--- src/hw/rtl/es2cal_pkg.sv ---
`timescale 1ns / 1ps
// ----------------------------------------------------------------------------
// es2cal_pkg: shared types and constants
// Time-of-day beat carried from the front end through the queue, the packed
// calendar result and the queue sizing.
// ----------------------------------------------------------------------------
package es2cal_pkg;

	localparam int unsigned DAYS_W      = 16;
	localparam int unsigned QUEUE_DEPTH = 4;
	localparam int unsigned QUEUE_AW    = $clog2(QUEUE_DEPTH);

	// Whole days since the epoch plus the time of day.
	typedef struct packed {
		logic [DAYS_W-1:0] days;
		logic [4:0]        hour_of_day;
		logic [5:0]        minute_of_hour;
		logic [5:0]        second_of_minute;
	} es2cal_tod_t;

	// One beat on the internal link between front end, queue and back end.
	typedef struct packed {
		logic        valid;
		es2cal_tod_t tod;
	} es2cal_beat_t;

	// Broken-down calendar time produced by the back end.
	typedef struct packed {
		logic [8:0] day_of_year;
		logic [2:0] weekday;
		logic [7:0] year_since_1900;
		logic [3:0] month_index;
		logic [4:0] day_of_month;
		logic [4:0] hour_of_day;
		logic [5:0] minute_of_hour;
		logic [5:0] second_of_minute;
	} es2cal_date_t;

endpackage

--- src/hw/rtl/es2cal_front.sv ---
`timescale 1ns / 1ps
// ----------------------------------------------------------------------------
// es2cal_front: seconds splitter
// Five-stage pipeline that splits epoch seconds into whole days and the time
// of day, using reciprocal multiplies for the constant divisors.
// ----------------------------------------------------------------------------
module es2cal_front (
	input  logic                     clk,
	input  logic                     arst_n,
	input  logic                     in_valid,
	output logic                     in_ready,
	input  logic [31:0]              in_seconds,
	input  logic                     push_ready,
	output es2cal_pkg::es2cal_beat_t push
);

	// floor(x / 675) for x < 2^25, exact: 675 * M - 2^35 = 607 <= 2^10
	localparam logic [25:0] RECIP_675  = 26'd50903317;
	// floor(x / 15) for x < 2^15, shift 19
	localparam logic [15:0] RECIP_15A  = 16'd34953;
	// floor(x / 15) for x < 2^9, shift 13
	localparam logic [9:0]  RECIP_15B  = 10'd547;
	localparam logic [31:0] SEC_PER_DAY = 32'd86400;

	logic        en;
	logic        v_s1, v_s2, v_s3, v_s4, v_s5;
	logic [31:0] t_s1, t_s2;
	logic [15:0] days_s1, days_s2, days_s3, days_s4, days_s5;
	logic [31:0] prod_s2;
	logic [16:0] sod_s3;
	logic [10:0] mtot_s3, mtot_s4;
	logic [5:0]  sec_s4, sec_s5, min_s5;
	logic [4:0]  hour_s4, hour_s5;

	logic [50:0] days_prod;
	logic [16:0] sod;
	logic [30:0] mtot_prod;
	logic [18:0] hour_prod;
	logic [16:0] sec_full;
	logic [10:0] min_full;

	// stall the whole pipe only when the last stage cannot push
	assign en       = !v_s5 || push_ready;
	assign in_ready = en;

	assign days_prod = 51'(in_seconds[31:7]) * 51'(RECIP_675);
	assign sod       = 17'(t_s2 - prod_s2);
	assign mtot_prod = 31'(sod[16:2]) * 31'(RECIP_15A);
	assign hour_prod = 19'(mtot_s3[10:2]) * 19'(RECIP_15B);
	assign sec_full  = sod_s3 - 17'(mtot_s3) * 17'd60;
	assign min_full  = mtot_s4 - 11'(hour_s4) * 11'd60;

	always_ff @(posedge clk or negedge arst_n) begin
		if (!arst_n) begin
			v_s1 <= 1'b0;
			v_s2 <= 1'b0;
			v_s3 <= 1'b0;
			v_s4 <= 1'b0;
			v_s5 <= 1'b0;
		end else if (en) begin
			v_s1 <= in_valid;
			v_s2 <= v_s1;
			v_s3 <= v_s2;
			v_s4 <= v_s3;
			v_s5 <= v_s4;
		end
	end

	always_ff @(posedge clk) begin
		if (en) begin
			t_s1    <= in_seconds;
			days_s1 <= days_prod[50:35];
			t_s2    <= t_s1;
			days_s2 <= days_s1;
			prod_s2 <= 32'({16'd0, days_s1} * SEC_PER_DAY);
			days_s3 <= days_s2;
			sod_s3  <= sod;
			mtot_s3 <= mtot_prod[29:19];
			days_s4 <= days_s3;
			mtot_s4 <= mtot_s3;
			sec_s4  <= sec_full[5:0];
			hour_s4 <= hour_prod[17:13];
			days_s5 <= days_s4;
			sec_s5  <= sec_s4;
			hour_s5 <= hour_s4;
			min_s5  <= min_full[5:0];
		end
	end

	always_comb begin
		push.valid                = v_s5;
		push.tod.days             = days_s5;
		push.tod.hour_of_day      = hour_s5;
		push.tod.minute_of_hour   = min_s5;
		push.tod.second_of_minute = sec_s5;
	end

endmodule

--- src/hw/rtl/es2cal_queue.sv ---
`timescale 1ns / 1ps
// ----------------------------------------------------------------------------
// es2cal_queue: decoupling queue
// Small register FIFO between the front end and the back end.
// ----------------------------------------------------------------------------
module es2cal_queue (
	input  logic                     clk,
	input  logic                     arst_n,
	input  es2cal_pkg::es2cal_beat_t push,
	output logic                     push_ready,
	input  logic                     pop,
	output es2cal_pkg::es2cal_beat_t head
);

	localparam int unsigned AW = es2cal_pkg::QUEUE_AW;

	es2cal_pkg::es2cal_tod_t mem_q [es2cal_pkg::QUEUE_DEPTH];
	logic [AW-1:0] wr_ptr_q, rd_ptr_q;
	logic [AW:0]   count_q;
	logic          full, empty, do_push, do_pop;

	assign full       = count_q == (AW+1)'(es2cal_pkg::QUEUE_DEPTH);
	assign empty      = count_q == '0;
	assign push_ready = !full;
	assign do_push    = push.valid && !full;
	assign do_pop     = pop && !empty;

	always_ff @(posedge clk or negedge arst_n) begin
		if (!arst_n) begin
			wr_ptr_q <= '0;
			rd_ptr_q <= '0;
			count_q  <= '0;
		end else begin
			if (do_push) begin
				wr_ptr_q <= wr_ptr_q + 1'b1;
			end
			if (do_pop) begin
				rd_ptr_q <= rd_ptr_q + 1'b1;
			end
			case ({do_push, do_pop})
				2'b10:   count_q <= count_q + 1'b1;
				2'b01:   count_q <= count_q - 1'b1;
				default: count_q <= count_q;
			endcase
		end
	end

	always_ff @(posedge clk) begin
		if (do_push) begin
			mem_q[wr_ptr_q] <= push.tod;
		end
	end

	always_comb begin
		head.valid = !empty;
		head.tod   = mem_q[rd_ptr_q];
	end

endmodule

--- src/hw/rtl/es2cal_back.sv ---
`timescale 1ns / 1ps
// ----------------------------------------------------------------------------
// es2cal_back: civil date pipeline
// Seven-stage pipeline turning a day count into Gregorian year, month, day,
// weekday and day of year; the last stage is the output register.
// ----------------------------------------------------------------------------
module es2cal_back (
	input  logic                     clk,
	input  logic                     arst_n,
	input  es2cal_pkg::es2cal_beat_t head,
	output logic                     pop,
	output logic                     out_valid,
	input  logic                     out_ready,
	output es2cal_pkg::es2cal_date_t out_date
);

	localparam logic [19:0] DAY_SHIFT  = 20'd719468;   // 0000-03-01 to epoch
	localparam logic [19:0] ERA4_START = 20'd584388;   // 4 * 146097
	localparam logic [19:0] ERA5_START = 20'd730485;   // 5 * 146097
	localparam logic [17:0] RECIP_7    = 18'd149797;   // shift 20
	localparam logic [16:0] RECIP_365A = 17'd91930;    // shift 25, x < 2^16
	localparam logic [18:0] RECIP_365B = 19'd367720;   // shift 27, x < 2^18
	localparam logic [11:0] RECIP_153  = 12'd3427;     // shift 19, x < 2^11

	// first day of each March-based month, (153 * m + 2) / 5
	function automatic logic [8:0] month_start(input logic [3:0] mp);
		logic [8:0] r;
		case (mp)
			4'd0:    r = 9'd0;
			4'd1:    r = 9'd31;
			4'd2:    r = 9'd61;
			4'd3:    r = 9'd92;
			4'd4:    r = 9'd122;
			4'd5:    r = 9'd153;
			4'd6:    r = 9'd184;
			4'd7:    r = 9'd214;
			4'd8:    r = 9'd245;
			4'd9:    r = 9'd275;
			4'd10:   r = 9'd306;
			4'd11:   r = 9'd337;
			default: r = 9'd0;
		endcase
		return r;
	endfunction

	logic en;
	logic v_s1, v_s2, v_s3, v_s4, v_s5, v_s6, v_s7;

	es2cal_pkg::es2cal_tod_t tod_s1, tod_s2, tod_s3, tod_s4, tod_s5, tod_s6;
	logic        era5_s1, era5_s2, era5_s3, era5_s4;
	logic [17:0] doe_s1, doe_s2, doe_s3, doe_s4;
	logic [16:0] wx_s1;
	logic [13:0] wq_s1;
	logic [6:0]  a_s2;
	logic [2:0]  b_s2;
	logic        c_s2;
	logic [2:0]  wday_s2, wday_s3, wday_s4, wday_s5, wday_s6;
	logic [17:0] num_s3;
	logic [8:0]  yoe_s4;
	logic [11:0] year_s5, year_s6;
	logic [8:0]  doy_s5, doy_s6;
	logic [3:0]  mp_s6;
	es2cal_pkg::es2cal_date_t date_s7;

	logic [19:0] z;
	logic        era5;
	logic [16:0] wx;
	logic [34:0] wq_prod;
	logic [32:0] a_prod;
	logic [2:0]  b_cnt;
	logic [16:0] wrem;
	logic [36:0] yoe_prod;
	logic [1:0]  ycent;
	logic [17:0] yoe_days;
	logic [17:0] doy_full;
	logic [10:0] mp_num;
	logic [22:0] mp_prod;
	logic        leap;
	logic [8:0]  mday_full;
	es2cal_pkg::es2cal_date_t date_next;

	assign en  = !v_s7 || out_ready;
	assign pop = en;

	// stage 1: era and day of era, weekday quotient
	assign z       = 20'(head.tod.days) + DAY_SHIFT;
	assign era5    = z >= ERA5_START;
	assign wx      = 17'(head.tod.days) + 17'd4;
	assign wq_prod = 35'(wx) * 35'(RECIP_7);

	// stage 2: correction terms of the year-of-era formula, weekday remainder
	assign a_prod = 33'(doe_s1[17:2]) * 33'(RECIP_365A);
	always_comb begin
		if (doe_s1 >= 18'd146096) begin
			b_cnt = 3'd4;
		end else if (doe_s1 >= 18'd109572) begin
			b_cnt = 3'd3;
		end else if (doe_s1 >= 18'd73048) begin
			b_cnt = 3'd2;
		end else if (doe_s1 >= 18'd36524) begin
			b_cnt = 3'd1;
		end else begin
			b_cnt = 3'd0;
		end
	end
	assign wrem = wx_s1 - 17'(wq_s1) * 17'd7;

	// stage 4: year of era
	assign yoe_prod = 37'(num_s3) * 37'(RECIP_365B);

	// stage 5: year and March-based day of year
	always_comb begin
		if (yoe_s4 >= 9'd300) begin
			ycent = 2'd3;
		end else if (yoe_s4 >= 9'd200) begin
			ycent = 2'd2;
		end else if (yoe_s4 >= 9'd100) begin
			ycent = 2'd1;
		end else begin
			ycent = 2'd0;
		end
	end
	assign yoe_days = 18'(yoe_s4) * 18'd365 + 18'(yoe_s4[8:2]) - 18'(ycent);
	assign doy_full = doe_s4 - yoe_days;

	// stage 6: March-based month
	assign mp_num  = 11'(doy_s5) * 11'd5 + 11'd2;
	assign mp_prod = 23'(mp_num) * 23'(RECIP_153);

	// stage 7: final fields. March-based years reach 1969..2105 only, so the
	// sole century year seen that is not a leap year is 2100.
	assign leap      = (year_s6[1:0] == 2'd0) && (year_s6 != 12'd2100);
	assign mday_full = doy_s6 - month_start(mp_s6) + 9'd1;
	always_comb begin
		date_next.second_of_minute = tod_s6.second_of_minute;
		date_next.minute_of_hour   = tod_s6.minute_of_hour;
		date_next.hour_of_day      = tod_s6.hour_of_day;
		date_next.day_of_month     = mday_full[4:0];
		date_next.weekday          = wday_s6;
		if (mp_s6 < 4'd10) begin
			date_next.month_index     = mp_s6 + 4'd2;
			date_next.year_since_1900 = 8'(year_s6 - 12'd1900);
			date_next.day_of_year     = doy_s6 + 9'd59 + 9'(leap);
		end else begin
			date_next.month_index     = mp_s6 - 4'd10;
			date_next.year_since_1900 = 8'(year_s6 + 12'd1 - 12'd1900);
			date_next.day_of_year     = doy_s6 - 9'd306;
		end
	end

	always_ff @(posedge clk or negedge arst_n) begin
		if (!arst_n) begin
			v_s1 <= 1'b0;
			v_s2 <= 1'b0;
			v_s3 <= 1'b0;
			v_s4 <= 1'b0;
			v_s5 <= 1'b0;
			v_s6 <= 1'b0;
			v_s7 <= 1'b0;
		end else if (en) begin
			v_s1 <= head.valid;
			v_s2 <= v_s1;
			v_s3 <= v_s2;
			v_s4 <= v_s3;
			v_s5 <= v_s4;
			v_s6 <= v_s5;
			v_s7 <= v_s6;
		end
	end

	always_ff @(posedge clk) begin
		if (en) begin
			tod_s1  <= head.tod;
			era5_s1 <= era5;
			doe_s1  <= 18'(z - (era5 ? ERA5_START : ERA4_START));
			wx_s1   <= wx;
			wq_s1   <= wq_prod[33:20];

			tod_s2  <= tod_s1;
			era5_s2 <= era5_s1;
			doe_s2  <= doe_s1;
			a_s2    <= a_prod[31:25];
			b_s2    <= b_cnt;
			c_s2    <= doe_s1 == 18'd146096;
			wday_s2 <= wrem[2:0];

			tod_s3  <= tod_s2;
			era5_s3 <= era5_s2;
			doe_s3  <= doe_s2;
			num_s3  <= doe_s2 - 18'(a_s2) + 18'(b_s2) - 18'(c_s2);
			wday_s3 <= wday_s2;

			tod_s4  <= tod_s3;
			era5_s4 <= era5_s3;
			doe_s4  <= doe_s3;
			yoe_s4  <= yoe_prod[35:27];
			wday_s4 <= wday_s3;

			tod_s5  <= tod_s4;
			year_s5 <= 12'(yoe_s4) + (era5_s4 ? 12'd2000 : 12'd1600);
			doy_s5  <= doy_full[8:0];
			wday_s5 <= wday_s4;

			tod_s6  <= tod_s5;
			year_s6 <= year_s5;
			doy_s6  <= doy_s5;
			mp_s6   <= mp_prod[22:19];
			wday_s6 <= wday_s5;

			date_s7 <= date_next;
		end
	end

	assign out_valid = v_s7;
	assign out_date  = date_s7;

endmodule

--- src/hw/rtl/epoch_seconds_to_calendar_core.sv ---
`timescale 1ns / 1ps
// ----------------------------------------------------------------------------
// epoch_seconds_to_calendar_core: epoch seconds to UTC calendar date
// Converts unsigned seconds since 1970-01-01 00:00:00 UTC into second,
// minute, hour, Gregorian day, month, year, weekday and day of year.
// ----------------------------------------------------------------------------
// Usage: the block takes one timestamp beat per clock while s_axis_tready is
// high and returns exactly one result beat per input beat, in order. With no
// backpressure the sustained rate is one beat per cycle. A five-stage front
// end splits the seconds into whole days and time of day, a four-entry queue
// decouples it from a seven-stage back end that turns the day count into the
// civil date; each pipe stalls as a whole only when its downstream side is
// full, so a slow sink fills the queue before s_axis_tready drops. All constant
// divisions are reciprocal multiplies of at most 25 by 26 bits, one per stage.
// Every 32-bit input is legal (up to 2106-02-07). There is no configuration
// and no state beyond the pipeline itself.
// ----------------------------------------------------------------------------
module epoch_seconds_to_calendar_core (
	input  logic        clk,
	input  logic        arst_n,
	input  logic        s_axis_tvalid,
	output logic        s_axis_tready,
	// [31:0] epoch_seconds
	input  logic [31:0] s_axis_tdata,
	output logic        m_axis_tvalid,
	input  logic        m_axis_tready,
	// [5:0] second_of_minute, [11:6] minute_of_hour, [16:12] hour_of_day,
	// [21:17] day_of_month, [25:22] month_index, [33:26] year_since_1900,
	// [36:34] weekday, [45:37] day_of_year, [47:46] zero
	output logic [47:0] m_axis_tdata
);

	es2cal_pkg::es2cal_beat_t push, head;
	es2cal_pkg::es2cal_date_t date;
	logic                     push_ready;
	logic                     pop;

	// Split seconds into days and time of day.
	es2cal_front u_front (
		.clk        (clk),
		.arst_n     (arst_n),
		.in_valid   (s_axis_tvalid),
		.in_ready   (s_axis_tready),
		.in_seconds (s_axis_tdata),
		.push_ready (push_ready),
		.push       (push)
	);

	// Hold beats while the back end is stalled.
	es2cal_queue u_queue (
		.clk        (clk),
		.arst_n     (arst_n),
		.push       (push),
		.push_ready (push_ready),
		.pop        (pop),
		.head       (head)
	);

	// Turn the day count into the civil date; last stage drives the port.
	es2cal_back u_back (
		.clk       (clk),
		.arst_n    (arst_n),
		.head      (head),
		.pop       (pop),
		.out_valid (m_axis_tvalid),
		.out_ready (m_axis_tready),
		.out_date  (date)
	);

	// Pack the result beat, second_of_minute in the lowest bits.
	assign m_axis_tdata = {2'b00,
		date.day_of_year,
		date.weekday,
		date.year_since_1900,
		date.month_index,
		date.day_of_month,
		date.hour_of_day,
		date.minute_of_hour,
		date.second_of_minute};

endmodule

--- config.mk ---
export PLATFORM = sky130hd
export DESIGN_NAME = epoch_seconds_to_calendar_core
export DESIGN_NICKNAME = d
export VERILOG_FILES = /design/src/hw/rtl/es2cal_pkg.sv /design/src/hw/rtl/es2cal_front.sv /design/src/hw/rtl/es2cal_queue.sv /design/src/hw/rtl/es2cal_back.sv /design/src/hw/rtl/epoch_seconds_to_calendar_core.sv
export SDC_FILE = /design/constraint.sdc
export NUM_CORES = 2
export LEC_CHECK = 0
export BUFFER_PORTS_ARGS = -buffer_cell sky130_fd_sc_hd__buf_2
export CORE_ASPECT_RATIO = 1.4
export CORE_MARGIN = 3
export CORE_UTILIZATION = 35
export CTS_CLUSTER_SIZE = 12
export DETAILED_ROUTE_END_ITERATION = 8
export PLACE_DENSITY = 0.57
export SYNTH_ARGS = -nofsm -noshare
export SYNTH_HDL_FRONTEND = slang
export SYNTH_SLANG_ARGS = --single-unit
--- constraint.sdc ---
create_clock -name clk -period 13 [get_ports clk]
set_clock_uncertainty 0.05 [all_clocks]
set_input_delay 1.3 -clock clk [delete_from_list [all_inputs] [get_ports clk]]
set_output_delay 1.3 -clock clk [all_outputs]
set_load 0.02 [all_outputs]
==> summary.txt <==
Global routing
  – Initial antenna violation count: 0
  – Pin count of the biggest net entering global routing: 136
  – Total global routing overflow: 0
  – First-pass GRT wire length: 169,000 µm
  – Vias in the first global route: 31.9k
  – GRT Resource Usage Total: 0.138

Timing
  – Min Tclk post-route: 7.78 ns
  – Worst Tran Pin Value: 1.02 ns
  – Hold slack final: 0.350 ns
  – RSZ-0062 raised after global routing: no
  – Tcrit/Tclk final: 0.599
  – Highest clock rate: 128 MHz
  – Hold Fails Final Rpt: 0
  – Fin. max-slew vios: 0
  – Final TNS setup: 0 ns
  – Max-slew headroom: 0.322
  – Setup Viol. Count Final: 0

Clocking
  – H-Tree Depth: 3
  – CTS max path bufs: 3
  – Clk root buf: clkbuf_16
  – CTS tree: done
  – Clock tree sinks: 641
  – Clock transition at path regs: 0.06 ns
  – Cts repair resizes: 0
  – Worst skew pair latency: 0.66 ns
  – Post-CTS Setup Inserts: 0
  – CTS Buf Count: 72
  – Cts hold-fix bufs: 0

Worst setup path
  – Delay of the slowest critical-path stage: 0.55 ns
  – Most common cell on crit path: ha_1
  – Critical path's top delay family: adder cells
  – CP Data Required Time: 13.46 ns
  – CP max stage cell: fa_1
  – CP Capture Type: flop
  – Crit path max fanout: 6
  – Type of origin of the critical path: flop
  – Buf/Inv on CP: 3
  – CP arrival: 8.25 ns
  – Worst Setup Path Type: flop to flop

Yosys
  – Mapped Area: 0.0530 mm²
  – Yosys top cell by area: edfxtp_1
  – Avg Cell Area, Syn: 12.8 µm²
  – Largest cells by area after synthesis: edfxtp_1 35%, ha_1 24%, fa_1 19%, inv_1 6.7%, xnor2_1 2.4%
  – Commonest cells in the netlist: 1,035 x ha_1, 949 x inv_1, 617 x edfxtp_1
  – Netlist cell types: 85
  – Most used flip-flop cell after synthesis: edfxtp_1
  – Synth Warn #: 0
  – Cells after synthesis: 4,129
  – Count leader, synth: ha_1
  – Sequential fraction of the synthesis area: 0.360
  – Synth async-reset ratio: 0.0296
  – Flops & latches, synth: 641
  – Post-synth EDFFs: 617
  – Synth top area share: 0.350

Drt
  – Vias per Instance: 4.64
  – DR vias: 29.2k
  – Residual DRC: 0
  – Initial DRC count: 996
  – DRT Wirelength: 104,000 µm
  – DRT antenna net count: 0
  – TritonRoute pass-1 iters: 5
  – DR WL/cell: 16.6 µm

Place
  – Dpl hpwl: 85,200 µm
  – Port bufs: 83
  – Routability Congestion: 0.858

Floorplanning
  – Initial Utilization: 0.353
  – # IOs: 86
  – Die area: 0.156 mm²
  – Core Rows: 168
  – Die Y: 466 µm
  – Core Area: 0.150 mm²
  – Die W: 335 µm

Final layout
  – Layout cell share with drive strength beyond 1: 0.0632
  – Area delta synth->final: 9.87%
  – Net count, final: 5,873
  – FILL cells: 14.5k
  – Antenna Cells: 0

Flow run
  – Number of max-cap violations: 0

Status
  – Outcome: completed

Worst hold path
  – Hold WC Path Type: flop to flop
-- state kept, by name, summed over array words and instances (netlist names), 11 cells and up, named ones only --
name	count
u_back.date_next	17
u_back.doe_s1	18
u_back.doe_s2	18
u_back.num_s3	18
u_back.out_date	46
u_back.tod_s1	17
u_back.tod_s2	17
u_back.tod_s3	17
u_back.tod_s4	17
u_back.tod_s5	17
u_back.year_s5	12
u_back.year_s6	12
u_front.days_s1	16
u_front.days_s2	16
u_front.days_s3	16
u_front.days_s4	16
u_front.days_s5	16
u_front.mtot_s3	11
u_front.t_s1	17
u_front.t_s2	17
u_queue.mem_q	132
-- worst register-to-register path: cells and delay by family, from the launching register on --
family,cells,cell delay (ns)
adders and majority gates,9,3.74
AOI/OAI and AO/OA,13,2.19
DFF,1,0.51
and+or+nand+nor,4,0.44
xor gates and xnor gates,2,0.40
buffers and inverters,3,0.19
muxes,1,0.13
-- cell families (layout without fill, tap and decap cells) --
| group | after synthesis | after routing | share of synthesized area |
|---|---|---|---|
| AO/OA/AOI/OAI | 380 | 380 | 0.0476 |
| XOR/XNOR | 218 | 218 | 0.0367 |
| adder cells (fa/ha/maj) | 1552 | 1552 | 0.439 |
| buffers and inverters | 967 | 1173 | 0.0690 |
| flip-flops | 641 | 641 | 0.360 |
| multiplexers | 44 | 44 | 0.0162 |
| other | 1 | 2 | 0.0000708 |
| AND/OR/NAND/NOR | 326 | 326 | 0.0306 |
-- cell type report --
class	instances	area, µm²	share of cell area
Multi-Input combinational cell	2522	30200	0.519
Tap cell	1955	2450	0.0420
Inverter	949	3570	0.0614
Clock buffer	95	1930	0.0331
Sequential cell	641	19100	0.328
Timing Repair Buffer	100	543	0.00932
Clock inverter	29	390	0.00670
-- path summary, 6_finish.rpt --
kind / startpoint / slack [ns] / depth (start not counted) / endpoint
setup / recovery: u_back.doy_s5[1]$_DFFE_PN_ / 5.22 / 32 / flop
hold / removal: u_back.doe_s3[5]$_DFFE_PN_ / 0.35 / 0 / u_back.doe_s4[5]$_DFFE_PN_
setup reg to reg: u_back.doy_s5[1]$_DFFE_PN_ / 5.22 / 32 / flop
hold reg to reg: u_back.doe_s3[5]$_DFFE_PN_ / 0.35 / 0 / u_back.doe_s4[5]$_DFFE_PN_
max in group asynchronous: arst_n / 11.93 / 1 / u_queue.rd_ptr_q[0]$_DFFE_PN0P_
min in group asynchronous: arst_n / 0.56 / 1 / u_back.out_valid$_DFFE_PN0N_
-- layout by cell type, fill, tap and decap left out, types with 7 or more instances in the layout --
cell type	count
or2_2	8
nor2b_1	20
nand2_1	74
nand4_1	24
nor2_1	80
a21o_1	65
xnor2_1	143
nand2b_1	14
buf_2	83
o21ai_1	14
a31oi_1	21
o21ai_0	43
nor3_1	28
o21bai_1	20
clkbuf_16	72
clkinv_2	7
mux2i_1	7
and3_1	9
mux4_2	33
a211oi_1	7
dfrtp_1	18
fa_1	516
xor2_1	72
a21oi_1	113
ha_1	1035
o21a_1	24
clkbuf_1	19
edfxtp_1	617
nand3_1	33
buf_4	17
inv_1	947
-- per-layer routing --
metal	wire length [µm]	share of wire	vias up	track usage
li1	-	-	14157	-
met1	39900	0.38	14563	0.149
met2	58300	0.56	322	0.271
met3	2310	0.022	137	0.0152
met4	3880	0.037	0	0.0540
met5	0	0	-	0
-- metrics by stage --
step | cells | utilization | instance area, µm² | setup WS, ns
after CTS | 6291 | 0.388 | 58200 | 5.19
after floorplan | 4130 | - | 53000 | 0.990
after detailed placement | 6167 | 0.373 | 55900 | 4.61
after global routing | 6291 | 0.388 | 58200 | 4.60
final | 6291 | 0.388 | 58200 | 5.22
after global placement | 6167 | 0.373 | 55900 | 4.65
Power is left out: the tool's default activity adds up to more than one toggle a clock period on the data nets, which glitch-free logic cannot reach.
